### src/design/g711_companding_codec_defines.svh
// Assertion macros for the G.711 companding codec.
// Included by files that carry concurrent checks; expects clk and rst_n in scope.
`ifndef G711_COMPANDING_CODEC_DEFINES_SVH
`define G711_COMPANDING_CODEC_DEFINES_SVH

// same-cycle implication
`define G711_ASSERT(label, ante, cons, msg) \
    label: assert property (@(posedge clk) disable iff (!rst_n) (ante) |-> (cons)) \
        else $error(msg);

// next-cycle implication
`define G711_ASSERT_NEXT(label, ante, cons, msg) \
    label: assert property (@(posedge clk) disable iff (!rst_n) (ante) |=> (cons)) \
        else $error(msg);

`endif

### src/design/g711_pkg.sv
// Shared types, constants and level/threshold tables for the G.711 codec.
// No dependencies; used by g711_search_step and g711_companding_codec.
package g711_pkg;

    localparam int MAG_W  = 13;
    localparam int THR_W  = 13;
    localparam int IDX_W  = 14;
    localparam int LVL_W  = 15;
    localparam int CODE_W = 8;
    localparam int SAMP_W = 16;
    localparam int MIDX_W = 7;
    localparam int THR_N  = 127;

    localparam logic [CODE_W-1:0] MASK_ALAW = 8'hd5;
    localparam logic [CODE_W-1:0] MASK_ULAW = 8'hff;
    localparam logic [CODE_W-1:0] CODE_SIGN = 8'h80;
    localparam logic [LVL_W-1:0]  ULAW_BIAS = 15'h84;
    localparam logic [LVL_W-1:0]  ALAW_SEG_OFS = 15'd32;
    localparam logic [IDX_W-1:0]  IDX_CENTRE = 14'd8192;

    typedef enum logic {LAW_A = 1'b0, LAW_U = 1'b1} law_t;
    typedef enum logic {OP_ENCODE = 1'b0, OP_DECODE = 1'b1} op_t;

    typedef logic [THR_N-1:0][THR_W-1:0] thr_tbl_t;

    // one word in flight through the search pipeline
    typedef struct packed {
        logic              valid;
        op_t               op;
        law_t              law;
        logic              last;
        logic              neg;
        logic [MAG_W-1:0]  mag;
        logic [MIDX_W-1:0] code;
        logic              dec_pos;
        logic [MIDX_W-1:0] dec_idx;
    } stg_t;

    // positive reconstruction level of magnitude code i (segment, mantissa)
    function automatic logic [LVL_W-1:0] level(input logic [MIDX_W-1:0] i, input law_t law);
        logic [2:0]       seg;
        logic [3:0]       mant;
        logic [LVL_W-1:0] base;
        logic [LVL_W-1:0] res;
        seg = i[6:4];
        mant = i[3:0];
        if (law == LAW_A)
        begin
            base = LVL_W'({mant, 1'b1});
            if (seg == 3'd0)
                res = base << 3;
            else
                res = ((base + ALAW_SEG_OFS) << 2) << seg;
        end
        else
        begin
            base = LVL_W'({mant, 3'b000});
            res = ((base + ULAW_BIAS) << seg) - ULAW_BIAS;
        end
        return res;
    endfunction

    // decision thresholds: midpoint of neighbouring levels, in index units
    function automatic thr_tbl_t build_thr(input law_t law);
        logic [LVL_W+1:0] sum;
        thr_tbl_t         t;
        for (int i = 0; i < THR_N; i++)
        begin
            sum = (LVL_W+2)'(level(MIDX_W'(i), law)) + (LVL_W+2)'(level(MIDX_W'(i + 1), law))
                + (LVL_W+2)'(4);
            t[i] = THR_W'(sum >> 3);
        end
        return t;
    endfunction

    localparam thr_tbl_t THR_ALAW = build_thr(LAW_A);
    localparam thr_tbl_t THR_ULAW = build_thr(LAW_U);

endpackage

### src/design/g711_search_step.sv
// One step of the threshold binary search: decides one bit of the magnitude code.
// Depends on g711_pkg (stage type and threshold tables).
module g711_search_step (
    input  logic            clk,
    input  logic            rst_n,
    input  logic            en,
    input  logic [2:0]      bit_pos,
    input  g711_pkg::stg_t  stg_in,
    output g711_pkg::stg_t  stg_out
);
    import g711_pkg::*;

    stg_t              stg_reg;
    stg_t              stg_next;
    logic [MIDX_W-1:0] cand;
    logic [MIDX_W-1:0] tidx;
    logic [THR_W-1:0]  thr;

    // lower bits still zero, so cand - 1 never exceeds the last threshold
    always_comb
    begin
        cand = stg_in.code | (MIDX_W'(1) << bit_pos);
        tidx = cand - MIDX_W'(1);
        thr = (stg_in.law == LAW_U) ? THR_ULAW[tidx] : THR_ALAW[tidx];
        stg_next = stg_in;
        if (thr <= stg_in.mag)
            stg_next.code = cand;
    end

    always_ff @(posedge clk or negedge rst_n)
    begin
        if (!rst_n)
            stg_reg <= '0;
        else if (en)
            stg_reg <= stg_next;
    end

    assign stg_out = stg_reg;

endmodule

### src/design/g711_companding_codec.sv
// Top level of the G.711 A-law / mu-law companding codec.
// Depends on g711_pkg, g711_search_step and g711_companding_codec_defines.svh.

// Takes one word per clock when the output side is not stalled and returns one
// word per input word, in order. The encoder finds the nearest code by a
// seven-step binary search over the decision thresholds, one register stage
// per code bit, between an input stage and an output stage; a stall on the
// output holds the whole pipeline. law_select (cfg_we/cfg_wdata) must only
// change while the pipeline is empty.
module g711_companding_codec (
    input  logic        clk,
    input  logic        rst_n,
    input  logic        cfg_we,
    input  logic        cfg_wdata,      // law_select: 0 A-law, 1 mu-law
    input  logic        s_axis_tvalid,
    output logic        s_axis_tready,
    input  logic [23:0] s_axis_tdata,   // [15:0] sample_in, [23:16] code_in
    input  logic        s_axis_tuser,   // mode: 0 encode, 1 decode
    input  logic        s_axis_tlast,   // last_in
    output logic        m_axis_tvalid,
    input  logic        m_axis_tready,
    output logic [23:0] m_axis_tdata,   // [7:0] code_out, [23:8] sample_out
    output logic        m_axis_tlast    // last_out
);
    import g711_pkg::*;
    `include "g711_companding_codec_defines.svh"

    localparam int STEPS = MIDX_W;

    typedef struct packed {
        logic              valid;
        logic [CODE_W-1:0] code;
        logic [SAMP_W-1:0] sample;
        logic              last;
    } out_t;

    law_t             law_reg;
    stg_t             stg_a_reg;
    stg_t             stg_a_next;
    stg_t             chain [STEPS+1];
    out_t             out_reg;
    out_t             out_next;
    logic             pipe_en;
    logic [IDX_W-1:0] idx;
    logic [CODE_W-1:0] mask;
    logic [CODE_W-1:0] enc_code;
    logic [LVL_W-1:0] lvl;
    logic [SAMP_W-1:0] dec_smp;

    assign pipe_en = !out_reg.valid || m_axis_tready;
    assign s_axis_tready = pipe_en;

    always_ff @(posedge clk or negedge rst_n)
    begin
        if (!rst_n)
            law_reg <= LAW_A;
        else if (cfg_we)
            law_reg <= law_t'(cfg_wdata);
    end

    // input stage: offset index, distance from centre, decode prep
    always_comb
    begin
        idx = {~s_axis_tdata[15], s_axis_tdata[14:2]};
        if (idx == '0)
            idx = IDX_W'(1);
        stg_a_next.valid = s_axis_tvalid;
        stg_a_next.op = op_t'(s_axis_tuser);
        stg_a_next.law = law_reg;
        stg_a_next.last = s_axis_tlast;
        stg_a_next.neg = (idx < IDX_CENTRE);
        stg_a_next.mag = (idx < IDX_CENTRE) ? MAG_W'(IDX_CENTRE - idx) : MAG_W'(idx - IDX_CENTRE);
        stg_a_next.code = '0;
        // stored sign bit is 1 for a positive sample under both laws, so it is used as is
        stg_a_next.dec_pos = s_axis_tdata[23];
        if (law_reg == LAW_U)
            stg_a_next.dec_idx = ~s_axis_tdata[22:16];
        else
            stg_a_next.dec_idx = s_axis_tdata[22:16] ^ MASK_ALAW[6:0];
    end

    always_ff @(posedge clk or negedge rst_n)
    begin
        if (!rst_n)
            stg_a_reg <= '0;
        else if (pipe_en)
            stg_a_reg <= stg_a_next;
    end

    assign chain[0] = stg_a_reg;

    for (genvar k = 0; k < STEPS; k++)
    begin : g_step
        g711_search_step u_step (
            .clk     (clk),
            .rst_n   (rst_n),
            .en      (pipe_en),
            .bit_pos (3'(STEPS - 1 - k)),
            .stg_in  (chain[k]),
            .stg_out (chain[k+1])
        );
    end

    // output stage: apply law mask and sign, or expand decoded level
    always_comb
    begin
        mask = (chain[STEPS].law == LAW_U) ? MASK_ULAW : MASK_ALAW;
        enc_code = {1'b0, chain[STEPS].code} ^ mask ^ (chain[STEPS].neg ? CODE_SIGN : '0);
        lvl = level(chain[STEPS].dec_idx, chain[STEPS].law);
        dec_smp = chain[STEPS].dec_pos ? {1'b0, lvl} : SAMP_W'(-{1'b0, lvl});
        out_next.valid = chain[STEPS].valid;
        out_next.last = chain[STEPS].last;
        out_next.code = (chain[STEPS].op == OP_ENCODE) ? enc_code : '0;
        out_next.sample = (chain[STEPS].op == OP_DECODE) ? dec_smp : '0;
    end

    always_ff @(posedge clk or negedge rst_n)
    begin
        if (!rst_n)
            out_reg <= '0;
        else if (pipe_en)
            out_reg <= out_next;
    end

    assign m_axis_tvalid = out_reg.valid;
    assign m_axis_tdata = {out_reg.sample, out_reg.code};
    assign m_axis_tlast = out_reg.last;

    `G711_ASSERT(a_one_field, m_axis_tvalid, m_axis_tdata[7:0] == 8'h00 || m_axis_tdata[23:8] == 16'h0000, "both result fields non-zero")
    `G711_ASSERT_NEXT(a_accept_enters, s_axis_tvalid && s_axis_tready, stg_a_reg.valid, "accepted word did not enter pipeline")
    `G711_ASSERT_NEXT(a_stall_holds, !pipe_en, $stable(chain[STEPS]), "search pipeline moved during stall")
    `G711_ASSERT(a_code_clear, stg_a_reg.valid, stg_a_reg.code == '0, "search started with non-zero code")

endmodule
### config.mk
export PLATFORM = sky130hd
export DESIGN_NAME = g711_companding_codec
export DESIGN_NICKNAME = d
export VERILOG_FILES = /design/src/design/g711_pkg.sv /design/src/design/g711_search_step.sv /design/src/design/g711_companding_codec.sv
export VERILOG_INCLUDE_DIRS = /design/src /design/src/design
export SDC_FILE = /design/constraint.sdc
export NUM_CORES = 1
export LEC_CHECK = 0
export ABC_AREA = 1
export BUFFER_PORTS_ARGS = -buffer_cell sky130_fd_sc_hd__buf_2
export CAP_MARGIN = 0
export CORE_MARGIN = 3
export CORE_UTILIZATION = 60
export CTS_CLUSTER_SIZE = 28
export DETAILED_ROUTE_END_ITERATION = 8
export GPL_TIMING_DRIVEN = 0
export PLACE_DENSITY = 0.89
export SLEW_MARGIN = 10
export SYNTH_ARGS = -nofsm -noshare
export SYNTH_HDL_FRONTEND = slang
export SYNTH_SLANG_ARGS = --single-unit
export TNS_END_PERCENT = 20
### constraint.sdc
create_clock -name clk -period 5 [get_ports clk]
set_input_delay 0.5 -clock clk [delete_from_list [all_inputs] [get_ports clk]]
set_output_delay 0.5 -clock clk [all_outputs]
set_load 0.02 [all_outputs]
Word level (Yosys, flattened, before mapping)
Memories as Yosys holds them, arrays and structs flattened. Index checks and enable logic that the tools add are counted.

Shift-type cells: 2. Bitwise gates (word level): 5. Muxes and demuxes: 36. Reduce and logical (&&, ||, !) cells: 4. $add $sub $neg: 12. Magnitude comparators: 14.

Operators by type and width (count): $mux W13 (19); $le A13 B13 Y1 (7); $lt A7 B8 Y1 const B (6); $sub A7 B1 Y7 const B (6); $mux W16 (2); $mux W15 (2); $shl A9 B3 Y15 (2); $mux W8 (2); $neg A15 Y16 (1); $sub A15 B8 Y15 const B (1); $logic_not A14 Y1 (1); $lt A14 B14 Y1 const B (1); $mux W14 (1); $mux W7 (2); $sub A1 B13 Y13 const A (1); $sub A13 B1 Y13 const B (1); $mux W6 (2); $mux W10 (1); $add A7 B8 Y9 const B (1); $xor A7 B8 Y8 (1); $xor A8 B8 Y8 (1); $add A5 B6 Y7 const B (1); $not A7 Y7 (1); $mux W5 (1); other kinds (9) (9).

Memories kept: 12. Bits of input ports: 32. Bits in registers: 271. Output and inout port bits: 27. ROM bits: 19968.

Memories: (no name shown) (words 128, bits a word 13, rd ports 1, clocked after memory_dff 0, write ports 0, RTL line g711_search_step.sv:24) `thr = (stg_in.law == LAW_U) ? THR_ULAW[tidx] : THR_ALAW[tidx];`; (no name shown) (words 128, bits a word 13, rd ports 1, clocked after memory_dff 0, write ports 0, RTL line g711_search_step.sv:24); (no name shown) (words 128, bits a word 13, rd ports 1, clocked after memory_dff 0, write ports 0, RTL line g711_search_step.sv:24); (no name shown) (words 128, bits a word 13, rd ports 1, clocked after memory_dff 0, write ports 0, RTL line g711_search_step.sv:24); (no name shown) (words 128, bits a word 13, rd ports 1, clocked after memory_dff 0, write ports 0, RTL line g711_search_step.sv:24); (no name shown) (words 128, bits a word 13, rd ports 1, clocked after memory_dff 0, write ports 0, RTL line g711_search_step.sv:24); 6 more memories.

Depth between registers and ports, before layout
Depth after elaboration: 7. Depth in mapped cells: 19. Depth with buffers taken out: 18.

Modules after synthesis
From an unflattened synthesis, not the netlist that was laid out.

Cell total of the unflattened synthesis: 3818. Area total of the unflattened synthesis: 25624.6 um^2.

Modules (own cells, without submodules): g711_search_step (g_step[0].u_step ...) (area each 3254.4 um^2, sequential area each 825.8 um^2, times used 5, cells an instance 491); g711_companding_codec (area each 3209.3 um^2, sequential area each 1276.2 um^2, times used 1, cells an instance 449); g711_search_step (g_step[6].u_step) (area each 3098.0 um^2, sequential area each 825.8 um^2, times used 1, cells an instance 444); g711_search_step (g_step[5].u_step) (area each 3045.4 um^2, sequential area each 825.8 um^2, times used 1, cells an instance 470).

Worst setup path before layout
Ideal clock, no wire load.

Path type: reg2reg. From: register g_step[6].u_step.stg_reg, in the netlist g_step[6].u_step.stg_out[4]. To: register out_reg, in the netlist m_axis_tdata[18]. Cell stages (with the launch flop): 18. Slack: 2.675 ns. Arrival: 2.249 ns. Clock period less this slack: 2.325 ns. Setup time: 0.076 ns. Buffers on the path: 1. Path through: dfrtp_1 > buf_6 > nor2_4 > nand2_4 > ha_1 > or2_2 > o21ai_0 > inv_1 > ha_1 > nand3_2 > nor2_2 > nand3_1 > nor2_2 > nand3_2 > nand2_2 > nand2_1 > nand2_1 > o21ai_1.

Cells in the longest elaborated chain, start to end: 6. Elaborated cells on any way between the ends: 9.

Ends and longest elaborated chain: from (decl) (RTL line g711_search_step.sv:13) `stg_t stg_reg;`; from (signal assigned) (RTL line g711_search_step.sv:35) `stg_reg <= stg_next;`; $shl A9 B3 Y15, or another cell as far along (RTL line g711_pkg.sv:58) `res = ((base + ULAW_BIAS) << seg) - ULAW_BIAS;`; $sub A15 B8 Y15 / $mux W15 (equally long branches) (RTL line g711_pkg.sv:58, g711_pkg.sv:50); $mux W15 (*) (RTL line g711_pkg.sv:47) `if (law == LAW_A)`; $neg A15 Y16 (RTL line g711_companding_codec.sv:110) `dec_smp = chain[STEPS].dec_pos ? {1'b0, lvl} : SAMP_W'(-{1'b0, lvl});`; $mux W16 (*) (RTL line g711_companding_codec.sv:110); $mux W16 (*) (RTL line g711_companding_codec.sv:114) `out_next.sample = (chain[STEPS].op == OP_DECODE) ? dec_smp : '0;`; to (signal assigned) (RTL line g711_companding_codec.sv:122) `out_reg <= out_next;`; to (decl) (RTL line g711_companding_codec.sv:41) `out_t out_reg;`.

Mark *: on every way between the ends. The rest lies on a longest branch, timed or not. A chain may end at the register's enable or synchronous reset.

Final worst setup path
From: register g_step[3].u_step.stg_reg, in the netlist g_step[3].u_step.stg_out[30]. To: register g_step[4].u_step.stg_reg, in the netlist g_step[4].u_step.stg_out[10].

Cells in the longest elaborated chain, start to end: 3.

Ends and longest elaborated chain: from (decl) (RTL line g711_search_step.sv:13); from (signal assigned) (RTL line g711_search_step.sv:35); $mux W13 (RTL line g711_search_step.sv:24); $le A13 B13 Y1 (RTL line g711_search_step.sv:26) `if (thr <= stg_in.mag)`; $mux W3 (RTL line g711_search_step.sv:26); to (signal assigned) (RTL line g711_search_step.sv:35); to (decl) (RTL line g711_search_step.sv:13).

Every way passes these cells.

==> out/qor.yml <==
min_path:
  holdCritStartpoint: "s_axis_tdata[20]"
  min_path_type: "input pin to register"
  whs_endpoint: "chain[235]"
  holdPathStages: 2
floorplanning:
  die_x_um: 157
  die_y_um: 157
  coreArea_um2: 22000
  rows: 54
  start_util_pct: 61.7
  dieArea_um2: 24500
  io_pins: 59
sta:
  setup-violations-final: 0
  rsz0062_at_grt: "false"
  tns_ns: 0
  layout_worst_path_cycle_share_pct: 55.4
  fin_crit_ns: 2.77
  hold_viol: 0
  fmax_mhz: 361
  tightest_slew_ns: 0.917
  report.final.slew_viol_count: 0
  fin_skew_ns: 0.0155
  max_slew_margin_pct: 38.9
placed_design:
  dpl.hpwl_um: 24500
  globalplace.congestion: 0.942
  placed_cell_area_um2: 14300
  port_buffers: 53
synthesis:
  avgSynthCellArea_um2: 7.87
  syn-instance-count: 1727
  yosysSeqAreaShare_pct: 45.7
  synth.most_common_cell: "nand2_1"
  synth_flop_cell: "dfrtp_1"
  yosys.area.top_type: "dfrtp_1"
  synth_edf_count: 0
  yosysUniqueCellTypes: 52
  yosysWarningCount: 0
  synth-seq-cells: 248
  synthTopCellsByCount: "567 x nand2_1, 248 x dfrtp_1, 194 x o21ai_0"
  synth_area_leaders: "dfrtp_1 46%, nand2_1 16%, ha_1 9.3%, o21ai_0 7.1%, inv_1 5.0%"
  synthDominantCellAreaShare_pct: 45.7
  ys_async_sr_fraction_pct: 100
  netlist_area_um2: 13600
worst_setup_path:
  rrSetupSlack_ns: 2.23
  worst_path_max_delay_cell: "dfrtp_1"
  setup.worst_path.class: "register to register"
  cp_num_buf_inv: 1
  cp.arrival_ns: 3.16
  critical_path.max_stage_delay_ns: 0.57
  cp_max_fo: 9
  rr_startpoint: "g_step[3].u_step.stg_out[30]"
  path_delay_family: "compound AO/OA/AOI/OAI gates"
  cp-start-kind: "register"
  r2r_end: "g_step[4].u_step.stg_out[10]"
  worstPathCellList: "clkinv_1 -> a21oi_1 -> o21ai_0 -> ha_1 -> nand2_1 -> nor2_1 -> nand2_1 -> o211ai_1 -> a21oi_1 -> o21a_1 -> o21ai_0 -> a22oi_1"
  cp.required_ns: 5.39
  end_kind: "register"
  cp-startpoint: "g_step[3].u_step.stg_out[30]"
  reg2reg_depth: 12
clock_tree:
  insertion_delay_ns: 0.55
  cts.path.max_buffers: 3
  cts-buffers-inserted: 26
  htree_num_levels: 1
  cts_root_buffer: "clkbuf_16"
  clock_sinks: 248
  clk_pin_slew_ns: 0.06
  cts_tree: "done"
cells_and_area:
  diodes: 0
  regArea_um2: 6210
  layout-drive-gt1-share_pct: 8.57
  largest_register_ffs: 197
  area_growth_pct: 11.6
  nNetsFinal: 1945
  multi_input_area_um2: 6350
  fillerInstances: 1703
  design_area_um2: 15200
route:
  drt_pre_antenna_iters: 7
  viasPerCell: 5.62
  drt_iter0_markers: 993
  ant_nets: 0
  vias: 11869
  drc: 1
  wl_per_cell_um: 16.0
  finalWirelength_um: 33800
status:
  violations: "design-rule violations"
  status: "complete, but fails checks"
run:
  cap_violations: 0
power_and_ir_drop:
  ir_drop_uv: 372
  power_density_nw_per_um2: 737
  p_leak_nw: 7.77
grt:
  grt_max_degree: 100
  grt_use_total_pct: 28.0
  grt_pass1_wl_um: 56100
  grt_pass1_vias: 11518
  grt_antenna_before_repair: 0
  grt_overflow: 0
[cell usage in the layout, fill, tap and decap left out, types with 5 or more instances in the layout]
cell type | netlist | routed
nand3_1 | 51 | 51
a21oi_1 | 80 | 80
clkinv_2 | 0 | 6
dfrtp_1 | 248 | 248
a31oi_1 | 10 | 10
nand2_1 | 567 | 567
clkbuf_16 | 0 | 26
clkbuf_1 | 62 | 66
o211ai_1 | 6 | 6
nor2_1 | 80 | 80
or2_2 | 5 | 5
inv_2 | 8 | 8
xor2_1 | 7 | 7
nor2_2 | 6 | 6
nand2_2 | 10 | 10
ha_1 | 101 | 101
nor3_1 | 15 | 15
nand4_1 | 8 | 8
buf_2 | 5 | 57
o21ai_0 | 194 | 194
nand3_2 | 8 | 8
inv_1 | 182 | 182
xnor2_1 | 12 | 12
[layout make-up]
cell class                      count  share of cell area [%]
Clock buffer                       32                    4.57
Sequential cell                   248                    40.9
Tap cell                          280                    2.31
Clock inverter                     15                    1.25
Buffer                             75                    2.05
Multi-Input combinational cell   1212                    41.9
Timing Repair Buffer               56                    2.24
Inverter                          193                    4.78
[report_power, final]
part	total, W	internal [W]	leakage (nW)	switching (W)
Combinational	0.00571	0.00196	4.29	0.00374
Sequential	0.00349	0.00290	3.06	0.000596
Clock	0.00198	0.00115	0.422	0.000827
Total	0.0112	0.00601	7.77	0.00517
[worst register-to-register path: cells and delay by family, from the launching register on]
| kind | cells | cell delay, ns |
|---|---|---|
| AO/OA/AOI/OAI | 7 | 1.05 |
| flip-flops | 1 | 0.57 |
| buffers and inverters | 1 | 0.38 |
| adder cells (fa/ha/maj) | 1 | 0.31 |
| AND/OR/NAND/NOR | 3 | 0.31 |
[worst max path at each step]
stage / end / slack [ns] / cells after the start
floorplan: m_axis_tdata[18] / 2.67 / 17
global placement: chain[262] / -0.85 / 1
detailed placement: g_step[5].u_step.stg_out[9] / 2.31 / 12
CTS: g_step[5].u_step.stg_out[9] / 2.29 / 12
global route: g_step[5].u_step.stg_out[9] / 2.02 / 14
finish: g_step[4].u_step.stg_out[10] / 2.23 / 12
[cell families (layout without fill, tap and decap cells)]
logic type | count (synthesis) | count (layout) | synth area share, %
other | 1 | 2 | 0.0276
AOI/OAI and AO/OA | 324 | 324 | 12.9
DFF | 248 | 248 | 45.7
and+or+nand+nor | 765 | 765 | 23.2
xor gates and xnor gates | 20 | 20 | 1.34
adders and majority gates | 101 | 101 | 9.30
buffers and inverters | 268 | 371 | 7.61
[what timing repair did]
item	CTS	global route
gates resized for setup	0	0
hold endpoints to repair	54	0
endpoints found under the setup margin	0	0
setup buffers	0	0
hold buffers	1	0
[metrics by stage]
step | std cells | setup slack, ns | hold slack (ns) | power (W) | util, %
global route | 2111 | 2.02 | 0.147 | 0.0122 | 68.9
finish | 2111 | 2.23 | 0.143 | 0.0112 | 68.9
CTS | 2111 | 2.29 | 0.133 | 0.0111 | 68.9
global placement | 2061 | -0.853 | 0.448 | 0.00878 | 64.5
floorplan | 1728 | 2.67 | 0.204 | 0.00751 | -
detailed placement | 2063 | 2.31 | 0.447 | 0.00906 | 64.8
[layer usage]
| layer | track usage, % | up-vias | routed length, um |
|---|---|---|---|
| met3 | 4.01 | 83 | 2220 |
| li1 | - | 5727 | - |
| met1 | 38.1 | 5624 | 14500 |
| met5 | 0 | - | 0 |
| met2 | 46.6 | 435 | 16000 |
| met4 | 9.59 | 0 | 1090 |
Power figures use the tool's default switching activity.
